<file path="src/hw/rtl/pbq_pkg.sv">
`timescale 1ns / 1ps
// ----------------------------------------------------------------------------
// pbq_pkg: shared types and constants of the per-dimension bin quantizer
// request layouts, action codes and default table sizes
// ----------------------------------------------------------------------------
package pbq_pkg;

  localparam int unsigned PBQ_DIMS      = 16;
  localparam int unsigned PBQ_MAX_CELLS = 256;
  localparam int unsigned PBQ_VAL_W     = 32;

  typedef enum logic [1:0] {
    ACT_WR_BOUND = 2'd0,
    ACT_WR_COUNT = 2'd1,
    ACT_QUANT    = 2'd2
  } pbq_action_e;

  typedef struct packed {
    logic [1:0]                  action;
    logic [3:0]                  dimension;
    logic [8:0]                  boundary_slot;
    logic signed [PBQ_VAL_W-1:0] sample_value;
    logic [8:0]                  cells_in_dim;
  } pbq_in_req_t;

  typedef struct packed {
    logic [7:0] cell_index;
    logic       below_range;
    logic       above_range;
  } pbq_out_req_t;

endpackage

</file>
<file path="src/hw/rtl/pbq_ctrl.sv">
`timescale 1ns / 1ps
// ----------------------------------------------------------------------------
// pbq_ctrl: quantizer sequencer
// holds the cell count table, drives the boundary store and walks the cells
// with one shared signed compare
// ----------------------------------------------------------------------------
module pbq_ctrl #(
  parameter int unsigned DIMS      = 16,
  parameter int unsigned MAX_CELLS = 256,
  parameter int unsigned ADDR_W    = 13
) (
  input  logic                                 clk_i,
  input  logic                                 rst_ni,
  input  logic                                 in_valid_i,
  output logic                                 in_ready_o,
  input  pbq_pkg::pbq_in_req_t                 in_req_i,
  output logic                                 res_valid_o,
  input  logic                                 res_ready_i,
  output pbq_pkg::pbq_out_req_t                res_o,
  output logic                                 ram_we_o,
  output logic [ADDR_W-1:0]                    ram_addr_o,
  output logic signed [pbq_pkg::PBQ_VAL_W-1:0] ram_wdata_o,
  input  logic signed [pbq_pkg::PBQ_VAL_W-1:0] ram_rdata_i
);
  import pbq_pkg::*;

  localparam int unsigned Slots = MAX_CELLS + 1;
  localparam int unsigned SlotW = $clog2(MAX_CELLS + 1);
  localparam int unsigned DimW  = (DIMS > 1) ? $clog2(DIMS) : 1;

  typedef enum logic [2:0] {
    S_IDLE,
    S_B0,
    S_TOP,
    S_SCAN,
    S_RESP
  } state_e;

  state_e                      state_q, state_d;
  logic signed [PBQ_VAL_W-1:0] value_q, value_d;
  logic [ADDR_W-1:0]           base_q, base_d;
  logic [SlotW-1:0]            cnt_q, cnt_d;
  logic [SlotW-1:0]            c_q, c_d;
  logic                        ge_q, ge_d;
  pbq_out_req_t                res_q, res_d;

  logic [SlotW-1:0] cnt_mem_q [DIMS];
  logic [SlotW-1:0] cnt_rd_q;

  logic              in_acc;
  logic              dim_ok;
  logic              slot_ok;
  logic [DimW-1:0]   dim_idx;
  logic [ADDR_W-1:0] in_base;
  logic [SlotW-1:0]  cnt_clamp;
  logic              cnt_we;
  logic              lt;

  assign in_ready_o = (state_q == S_IDLE);
  assign in_acc     = in_valid_i && in_ready_o;
  assign dim_ok     = 32'(in_req_i.dimension) < 32'(DIMS);
  assign slot_ok    = 32'(in_req_i.boundary_slot) <= 32'(MAX_CELLS);
  assign dim_idx    = DimW'(in_req_i.dimension);
  assign in_base    = ADDR_W'(dim_idx) * ADDR_W'(Slots);

  // count of zero becomes one, counts above the table size are clipped
  always_comb begin
    if (in_req_i.cells_in_dim == '0) begin
      cnt_clamp = SlotW'(1);
    end else if (32'(in_req_i.cells_in_dim) > 32'(MAX_CELLS)) begin
      cnt_clamp = SlotW'(MAX_CELLS);
    end else begin
      cnt_clamp = SlotW'(in_req_i.cells_in_dim);
    end
  end

  assign cnt_we = in_acc && dim_ok && (in_req_i.action == ACT_WR_COUNT);

  always_ff @(posedge clk_i) begin
    if (cnt_we) begin
      cnt_mem_q[dim_idx] <= cnt_clamp;
    end
    cnt_rd_q <= cnt_mem_q[dim_idx];
  end

  // shared compare: value against the boundary read last cycle
  assign lt = value_q < ram_rdata_i;

  assign ram_we_o    = in_acc && dim_ok && slot_ok && (in_req_i.action == ACT_WR_BOUND);
  assign ram_wdata_o = in_req_i.sample_value;

  always_comb begin
    case (state_q)
      S_IDLE: begin
        if (in_req_i.action == ACT_WR_BOUND) begin
          ram_addr_o = in_base + ADDR_W'(in_req_i.boundary_slot);
        end else begin
          ram_addr_o = in_base;
        end
      end
      S_B0:    ram_addr_o = base_q + ADDR_W'(cnt_rd_q);
      S_TOP:   ram_addr_o = base_q + ADDR_W'(1);
      S_SCAN:  ram_addr_o = base_q + ADDR_W'(c_q) + ADDR_W'(2);
      default: ram_addr_o = base_q;
    endcase
  end

  always_comb begin
    state_d = state_q;
    value_d = value_q;
    base_d  = base_q;
    cnt_d   = cnt_q;
    c_d     = c_q;
    ge_d    = ge_q;
    res_d   = res_q;
    case (state_q)
      S_IDLE: begin
        if (in_acc && dim_ok && (in_req_i.action == ACT_QUANT)) begin
          value_d = in_req_i.sample_value;
          base_d  = in_base;
          state_d = S_B0;
        end
      end
      S_B0: begin
        cnt_d = cnt_rd_q;
        if (lt) begin
          res_d   = '{cell_index: 8'd0, below_range: 1'b1, above_range: 1'b0};
          state_d = S_RESP;
        end else begin
          state_d = S_TOP;
        end
      end
      S_TOP: begin
        if (!lt) begin
          res_d.cell_index  = (cnt_q == '0) ? 8'd0 : 8'(SlotW'(cnt_q - 1'b1));
          res_d.below_range = 1'b0;
          res_d.above_range = 1'b1;
          state_d           = S_RESP;
        end else begin
          c_d     = '0;
          ge_d    = 1'b1;
          state_d = S_SCAN;
        end
      end
      S_SCAN: begin
        if (ge_q && lt) begin
          res_d   = '{cell_index: 8'(c_q), below_range: 1'b0, above_range: 1'b0};
          state_d = S_RESP;
        end else if (c_q == SlotW'(cnt_q - 1'b1)) begin
          // disordered boundaries with no matching cell
          res_d   = '{cell_index: 8'd0, below_range: 1'b0, above_range: 1'b0};
          state_d = S_RESP;
        end else begin
          ge_d = !lt;
          c_d  = SlotW'(c_q + 1'b1);
        end
      end
      S_RESP: begin
        if (res_ready_i) begin
          state_d = S_IDLE;
        end
      end
      default: state_d = S_IDLE;
    endcase
  end

  always_ff @(posedge clk_i or negedge rst_ni) begin
    if (!rst_ni) begin
      state_q <= S_IDLE;
    end else begin
      state_q <= state_d;
      value_q <= value_d;
      base_q  <= base_d;
      cnt_q   <= cnt_d;
      c_q     <= c_d;
      ge_q    <= ge_d;
      res_q   <= res_d;
    end
  end

  assign res_valid_o = (state_q == S_RESP);
  assign res_o       = res_q;

endmodule

</file>
<file path="config.mk">
export PLATFORM = sky130hd
export DESIGN_NAME = pbq_ctrl
export DESIGN_NICKNAME = d
export VERILOG_FILES = /design/src/hw/rtl/pbq_pkg.sv /design/src/hw/rtl/pbq_ctrl.sv
export SDC_FILE = /design/constraint.sdc
export NUM_CORES = 1
export LEC_CHECK = 0
export BUFFER_PORTS_ARGS = -buffer_cell sky130_fd_sc_hd__buf_4
export CAP_MARGIN = 5
export CELL_PAD_IN_SITES_DETAIL_PLACEMENT = 2
export CELL_PAD_IN_SITES_GLOBAL_PLACEMENT = 2
export CORE_ASPECT_RATIO = 0.5
export CORE_UTILIZATION = 44
export CTS_CLUSTER_SIZE = 12
export DETAILED_ROUTE_END_ITERATION = 10
export PLACE_DENSITY = 0.93
export RECOVER_POWER = 50
export SETUP_SLACK_MARGIN = 0.5
export SYNTH_ARGS = -nofsm -noshare
export SYNTH_HDL_FRONTEND = slang
export SYNTH_SLANG_ARGS = --single-unit
</file>
<file path="constraint.sdc">
create_clock -name clk_i -period 7 [get_ports clk_i]
set_input_delay 2.1 -clock clk_i [delete_from_list [all_inputs] [get_ports clk_i]]
set_output_delay 2.1 -clock clk_i [all_outputs]
set_load 0.005 [all_outputs]
</file>
# After elaboration in Yosys (flattened, before gate mapping)
# Memories as Yosys holds them, arrays and structs flattened. A register that Yosys moved wholly into a read port is not among the register bits.
# Index checks and enable logic that the tools add are counted.
# classes
multipliers	1
muxes	27
n_eq_ne	15
n_reduce_logical	18
addsub	7
magnitude_cmp	3
# op_table
operator	count
$pmux W13 S4	1
$mux W9	5
$mux W10	4
$add A13 B9 Y13	3
$lt A32 B32 Y1	1
$pmux W10 S3	1
$logic_not A9 Y1	2
$mux W3	6
$pmux W9 S2	1
$pmux W3 S5	1
$add A13 B1 Y13 const B	1
$add A13 B2 Y13 const B	1
$mul A4 B9 Y13 const B	1
$mux W13	1
$ne A2 B2 Y1 const B	5
$reduce_and A5 Y1	2
$add A9 B1 Y9 const B	1
$eq A9 B9 Y1	1
$gt A9 B9 Y1 const B	1
$le A9 B9 Y1 const B	1
$sub A9 B1 Y9 const B	1
$mux W8	1
$eq A3 B2 Y1 const B	2
$logic_and A1 B1 Y1	6
15 further kinds	21
# word_totals
wordCells	81
n_memories	1
ramBits	144
in_bits	92
register_bits	77
# mem_list
name	depth	word_bits	read_ports	rd_ports_with_merged_regs	wr	line	rtl
cnt_mem_q	16	9	1	1	1	pbq_ctrl.sv:47	logic [SlotW-1:0] cnt_mem_q [DIMS];

# Longest topological paths before layout
# Gate-level depths: netlist of the first run.
# depth
depth_word	5
mapped_depth	13
ltp_nobuf	12

# Least setup slack after synthesis of the first run
# Ideal clock, no wire load.
# synth_timing
kind	input port to output port
startpoint	in in_req_i[41] (netlist bit)
endpoint	out ram_addr_o[10]
cell_stages	9
arrival_time_ps	3921
path_buffers	0
setup_slack_ps	979
path_cell_list	ha_1 -> fa_1 -> a21o_1 -> a21oi_1 -> nor3_1 -> o21ai_0 -> nor2_1 -> xor2_1 -> a211o_1
# synth_between
elab_chain_len	3
# synth_lines
item	line	rtl
from (decl)	pbq_ctrl.sv:16	input pbq_pkg::pbq_in_req_t in_req_i,
$add A13 B9 Y13	pbq_ctrl.sv:96	ram_addr_o = in_base + ADDR_W'(in_req_i.boundary_slot);
$mux W13	pbq_ctrl.sv:95	if (in_req_i.action == ACT_WR_BOUND) begin
$pmux W13 S4	pbq_ctrl.sv:93	case (state_q)
to (decl)	pbq_ctrl.sv:21	output logic [ADDR_W-1:0] ram_addr_o,
# No other way between the ends.

# Final worst setup path of the first run
# layout_timing
startpoint	in in_req_i[51] (netlist bit)
endpoint	out ram_addr_o[9]
# layout_between
elab_chain_len	4
# layout_lines
item	line	rtl
$mul A4 B9 Y13 *	pbq_ctrl.sv:64	assign in_base = ADDR_W'(dim_idx) * ADDR_W'(Slots);
$add A13 B9 Y13	pbq_ctrl.sv:96	
$mux W13 *	pbq_ctrl.sv:95	
$pmux W13 S4 *	pbq_ctrl.sv:93	
# Mark *: on every way between the ends. The rest lies on a longest branch, timed or not.

==> summary.txt, run 1 <==
Run status
  – Status: finished, violations left
  – Failing checks: capacitance limit, slew limit

Setup path
  – CP Cell Sequence: clkbuf_1, ha_1, a21o_1, a21o_1, a21oi_1, nor3_1, o21ai_0, xnor2_1, a221o_1, buf_4
  – Worst Path Required: 4.90 ns
  – Critical Path Start Type: primary input
  – Worst EP arrival: 4.37 ns
  – Worst path bufs/invs: 2
  – Crit-path most repeated cell: a21o_1
  – Top delay family on crit path: compound AO/OA/AOI/OAI gates
  – Slowest Stage Delay on Critical Path: 0.35 ns
  – Crit end category: primary output
  – CP max-delay cell: clkbuf_1
  – Setup CP Type: primary input to primary output
  – Crit path max fanout: 8

Synth
  – Synth cell types: 74
  – Post-synth EDFFs: 209
  – Synth Cell Area: 0.0109 sq mm
  – Synth top area share: 57.4%
  – Cell taking the most area after synthesis: edfxtp_1
  – Synth Flop Type: edfxtp_1
  – Area contributors post-synth: edfxtp_1 57%, mux4_2 9.3%, ha_1 6.1%
  – Asr flop ratio synth: around 1.4%
  – Synth warn: 0
  – Register area share after synthesis: roughly three fifths
  – Syn Area/Cell: about 14 sq um
  – Cells after synthesis: roughly 770
  – Synthesis-stage register bit count: 221
  – Syn_nets: 914

STA
  – Final worst path period share: 92.4%
  – Fin Setup TNS: 0 ns
  – RSZ-0062 raised after global routing: true
  – Tmin final: approximately 6.5 ns
  – Max Freq: 155 MHz
  – Fin. Hold Viols: 0
  – Rel. slew slack: -115%
  – Clk_skew: 0.0186 ns
  – Final Slew Violations: 79
  – Final setup fails: 0
  – Slew @ Worst Pin: 3.21 ns

CTS
  – CTS tree: built
  – Worst skew pair latency: ~0.54 ns
  – Post-CTS Setup Bufs: 0
  – Sink Count: 221
  – Clock Tree Root: clkbuf_16
  – Clock buffer depth: 3
  – Clock-pin slew on the worst setup and hold paths: 0.06 ns
  – Num CTS Buffers: 22
  – H-tree levels: 1
  – Hold Buf Count CTS: 0

Power and ir drop
  – Power density cells: 263 mW/mm^2
  – VDD IR max: around 0.00015 V
  – Leak: between 4 and 5 nW

Finish
  – Fillers: 2290
  – Share of cells above drive strength 1: 23.0%
  – Fin nets: 1033
  – Post-layout util: 52.5%
  – Ant diodes: 0
  – Synth-to-Final Area Change: 16.1%

Global routing
  – Initial antenna violation count: 0
  – First-pass GRT wire length: approximately 52000 um
  – GRT Util Overall: 27.6%
  – Largest net degree at the start of global routing: 44
  – Vias in the first global route: 8097
  – Remaining global-route overflow: 0

Floorplan
  – Die area: 0.0255 sq mm
  – Die Ht: 113 um
  – Rows: 40
  – I/O pin cnt: 150
  – Die Wd: 225 um
  – Initial core utilization: 45.2%
  – Core ar.: 0.0242 sq mm

Route
  – Wire per inst: about 28 um
  – WL final: 34300 um
  – Post-route ant nets: 0
  – First-pass iteration count of the detailed router: 4
  – DR iter-0 viols: slightly below 500
  – Vias: 7163
  – DRC Markers: 0
  – DR vias/cell: 5.80

Job
  – Max-cap violation count: 2

Placement
  – Port bufs: 149
  – Routability Congestion: between 0.8 and 0.9
  – DP Wirelength: 23900 um

Hold path
  – Worst hold path class: flip-flop to flip-flop
[flip-flops by register name, indices dropped and copies added, names as in the netlist]
signal	cells
res_o	10
cnt_q	9
ge_q	1
cnt_mem_q	144
value_q	32
cnt_rd_q	9
base_q	4
state_q	3
c_q	9
[per-stage QoR]
step | area [sq um] | setup WS (ns) | hold slack [ns] | cells | total power [mW]
after floorplan | 10900 | 0.979 | 0.400 | 766 | 1.92
after global placement | 12200 | 0.572 | 0.429 | 1197 | 2.17
after detailed placement | 12200 | 0.441 | 0.435 | 1197 | 2.21
after CTS | 12800 | 0.528 | 0.437 | 1235 | 3.36
after global routing | 12700 | 0.362 | 0.455 | 1235 | 3.44
final | 12700 | 0.532 | 0.434 | 1235 | 3.34
[report_power, final]
group	internal [mW]	total, mW	leakage, nW	switching, mW
clock network	0.611	1.14	0.313	0.526
logic	0.276	0.639	2.31	0.364
registers	1.50	1.56	2.02	0.0636
total	2.38	3.34	4.64	0.953
[cell usage in the layout, fill, tap and decap left out, types with 4 or more instances in the layout]
master     synthesis  final
xnor2_1           29     29
buf_4             32    106
clkbuf_16          0     22
nor4_1             6      6
o21ai_0           14     13
nand2b_1           6      6
mux4_2            45     45
clkbuf_4           0     12
xor2_1            18     18
o22ai_1           10     10
nor2_1            41     41
edfxtp_1         209    209
nand4_1            7      7
nor2b_1            8      8
mux2i_1            4      4
and2_1             8      7
nor3_1            16     16
a21oi_1           21     20
ha_1              53     53
and3_1             4      4
nand3_1           14     14
o21ai_1            4      5
inv_1             48     48
a221oi_1           4      4
nand2_1           50     50
clkbuf_1          14     49
a21o_1             8      8
dfxtp_1            9      9
[final timing paths]
kind	end	slack, ns	from	depth (start not counted)
min in group asynchronous	state_q[2]	1.45	rst_ni	1
hold / removal	cnt_q[1]	0.43	cnt_rd_q[1]	0
max in group asynchronous	state_q[0]	5.27	rst_ni	1
setup / recovery	ram_addr_o[9]	0.53	in_req_i[51]	10
setup reg to reg	value_q[22]	2.58	state_q[2]	3
hold reg to reg	cnt_q[1]	0.43	cnt_rd_q[1]	0
[routing by layer]
layer | GRT usage (%) | vias up | share of wire [%]
li1 | - | 3113 | -
met1 | 35.5 | 3745 | 42
met2 | 49.3 | 249 | 51
met3 | 4.43 | 56 | 4.7
met4 | 6.58 | 0 | 2.2
met5 | 0 | - | 0
[synth_stat cells, types with 6 or more instances]
cell type  count
buf_2          9
a21oi_1       21
inv_1         48
dfxtp_1        9
nand2_1       50
o21ai_0       14
ha_1          53
nor2b_1        8
o22ai_1       10
edfxtp_1     209
xnor2_1       29
nand2b_1       6
clkbuf_1      14
nand3_1       14
a21o_1         8
nor3_1        16
buf_4         32
nor4_1         6
and2_1         8
mux4_2        45
nand4_1        7
xor2_1        18
nor2_1        41
[area by class of cell]
class / instances / area (sq um) / area share [%]
clock inverter: 2 / 33.8 / 0.266
multi-input combinational: 435 / 3860 / 30.4
clock buffer: 36 / 623 / 4.91
timing repair buffer: 156 / 1040 / 8.16
sequential: 221 / 6530 / 51.5
inverter: 49 / 184 / 1.45
tap: 336 / 420 / 3.31
[cells by family after synthesis]
logic type | synth area share (%)
flops | 59.7
fa+ha+maj | 6.61
buf+inv | 5.08
simple gates | 8.44
mux | 9.74
compound gates | 6.44
xor+xnor | 3.97
[what timing repair did]
| item | CTS | global route |
|---|---|---|
| hold endpoints to repair | 0 | 0 |
| endpoints found under the setup margin | 2 | 3 |
| gates resized for setup | 3 | 3 |
Note: power is estimated with default switching activity, not from simulation.
==> run 2: changes to the inputs <==
RECOVER_POWER = 100   (was 50)
==> summary.txt, run 2 (synthesized netlist as in run 1, its figures left out) <==
Finish
  – Final non-filler cell total: 1235 (unchanged)
  – Ant diodes: 0 (unchanged)
  – Fin nets: 1033 (unchanged)
  – Post-layout util: 52.2% (-0.34 points)
  – Most frequent cells in the layout: 209 x edfxtp_1, 61 x clkbuf_1, 59 x buf_4, 53 x ha_1, 51 x nand2_1
  – Share of cells above drive strength 1: 21.0% (-2.0 points)
  – Commonest non-fill, non-tap cell in the layout: edfxtp_1
  – Largest register FFs: 144 (unchanged)
  – Synth-to-Final Area Change: 15.3%
  – Biggest register: cnt_mem_q

STA
  – Worst hold slack: 0.438 ns (+0.00404 ns)
  – Final setup fails: 0 (unchanged)
  – Slew @ Worst Pin: 3.26 ns (+0.0485 ns)
  – Fin. Hold Viols: 0 (unchanged)
  – Tmin final: 6.52 ns (+0.0565 ns)
  – Max Freq: 153 MHz (-0.87%)
  – Clk_skew: 0.0168 ns (-0.00185 ns)
  – Rel. slew slack: -118% (-3.2 points)
  – Final Slew Violations: 79 (unchanged)
  – Final worst path period share: 93.2% (+0.81 points)
  – Fin Setup TNS: 0 ns (unchanged)
  – RSZ-0062 raised after global routing: true

Floorplan
  – Core ar.: 0.0242 sq mm (unchanged)
  – Rows: 40 (unchanged)
  – I/O pin cnt: 150 (unchanged)
  – Die Ht: 113 um (unchanged)
  – Die Wd: 225 um (unchanged)
  – Initial core utilization: 45.2% (unchanged)
  – Die area: 0.0255 sq mm (unchanged)

Global routing
  – GR Layer Usage met3: 4.43% (unchanged)
  – GRT Util Overall: 27.6% (unchanged)
  – First-pass GRT wire length: 51700 um (unchanged)
  – Remaining global-route overflow: 0 (unchanged)
  – Met1 Track Usage GR: 35.5% (unchanged)
  – Initial antenna violation count: 0 (unchanged)
  – Vias in the first global route: 8097 (unchanged)
  – Busiest grt layer: met2
  – GRT met2 Usage: 49.3% (unchanged)
  – Largest net degree at the start of global routing: 44 (unchanged)

CTS
  – Num CTS Buffers: 22 (unchanged)
  – H-tree levels: 1 (unchanged)
  – Sink Count: 221 (unchanged)
  – Hold Buf Count CTS: 0 (unchanged)
  – Post-CTS Setup Bufs: 0 (unchanged)
  – CTS tree: built
  – Clock-pin slew on the worst setup and hold paths: 0.06 ns (about the same)
  – Clock buffer depth: 3 (unchanged)
  – Clock Tree Root: clkbuf_16
  – Worst skew pair latency: 0.54 ns (about the same)

Setup path
  – Critical Path Start Type: flip-flop
  – Worst EP arrival: 4.42 ns (+0.05 ns)
  – Worst Path Required: 4.90 ns (about the same)
  – Setup CP Type: flip-flop to primary output
  – Slowest Stage Delay on Critical Path: 0.65 ns (+0.30 ns)
  – Crit-path most repeated cell: o21ai_0
  – CP Cell Sequence: or3b_1, and2_0, fa_1, a21o_1, a21oi_1, nor4_1, o21ai_0, or3_1, o21ai_0, a211o_1, clkbuf_4
  – Crit end category: primary output
  – Crit path max fanout: 19 (+11)
  – CP max-delay cell: dfrtp_1

Route
  – DRC Markers: 0 (unchanged)
  – Wire per inst: 27.8 um (-0.17%)
  – Vias: 7163 (unchanged)
  – WL final: 34300 um (-0.17%)
  – DR iter-0 viols: 513 (+3.4%)
  – Post-route ant nets: 0 (unchanged)
  – First-pass iteration count of the detailed router: 4 (unchanged)
  – DR vias/cell: 5.80 (unchanged)

Job
  – Max-cap violation count: 3 (+1)

Hold path
  – Worst hold path class: flip-flop to flip-flop

Run status
  – Failing checks: capacitance limit, slew limit
  – Status: finished, violations left

Placement
  – Placed cells: 1197 (unchanged)
  – Port bufs: 149 (unchanged)
  – DP Wirelength: 23900 um (unchanged)
  – Routability Congestion: 0.877 (unchanged)

Power and ir drop
  – Power density cells: 262 mW/mm^2 (-0.18%)
  – VDD IR max: 0.000150 V (-0.52%)
  – Leak: 4.57 nW (-1.4%)
[run 2: repair_timing]
item,in CTS,in global routing
setup endpoints to repair,2,3
endpoints found under the hold margin,0,0
gates resized for setup,3,3
[run 2: metal layers]
metal / share of wire, % / up-vias / wire (um)
met5: 0 / - / 0
met4: 2.2 / 0 / 747
met3: 4.9 / 52 / 1680
met2: 51 / 248 / 17500
met1: 42 / 3751 / 14300
li1: - / 3112 / -
[run 2: area by class of cell]
cell class              count  area (sq um)
inverters                  49           184
multi-input cells         435          3830
repair buffers            156           991
clock inverters             2          33.8
well taps                 336           420
flip-flops and latches    221          6530
clock buffers              36           623
fillers                  2309         11600
[run 2: worst max-delay path: cells and delay by family (launching register included)]
family                     cells  cell delay, ns
and+or+nand+nor                4            1.21
AOI/OAI and AO/OA              5            1.42
adders and majority gates      1            0.47
buffers and inverters          1            0.15
DFF                            1            0.65
[run 2: metrics by stage]
| stage | cell area [sq um] | setup slack, ns | total power, mW |
|---|---|---|---|
| floorplan | 10900 | 0.979 | 1.92 |
| global placement | 12200 | 0.572 | 2.17 |
| detailed placement | 12200 | 0.441 | 2.21 |
| CTS | 12800 | 0.528 | 3.36 |
| global route | 12600 | 0.288 | 3.42 |
| finish | 12600 | 0.476 | 3.31 |
[run 2: worst paths after layout]
kind	startpoint	end	slack, ns	cells past startpoint
hold reg to reg	cnt_rd_q[1]	cnt_q[1]	0.44	0
min in group asynchronous	rst_ni	state_q[2]	1.45	1
hold / removal	cnt_rd_q[1]	cnt_q[1]	0.44	0
setup reg to reg	state_q[0]	value_q[22]	1.87	3
setup / recovery	state_q[0]	ram_addr_o[10]	0.48	11
max in group asynchronous	rst_ni	state_q[1]	5.28	1
[run 2: power by group]
part           switching (mW)  internal, mW
Sequential             0.0598          1.50
Clock                   0.524         0.611
Combinational           0.360         0.257
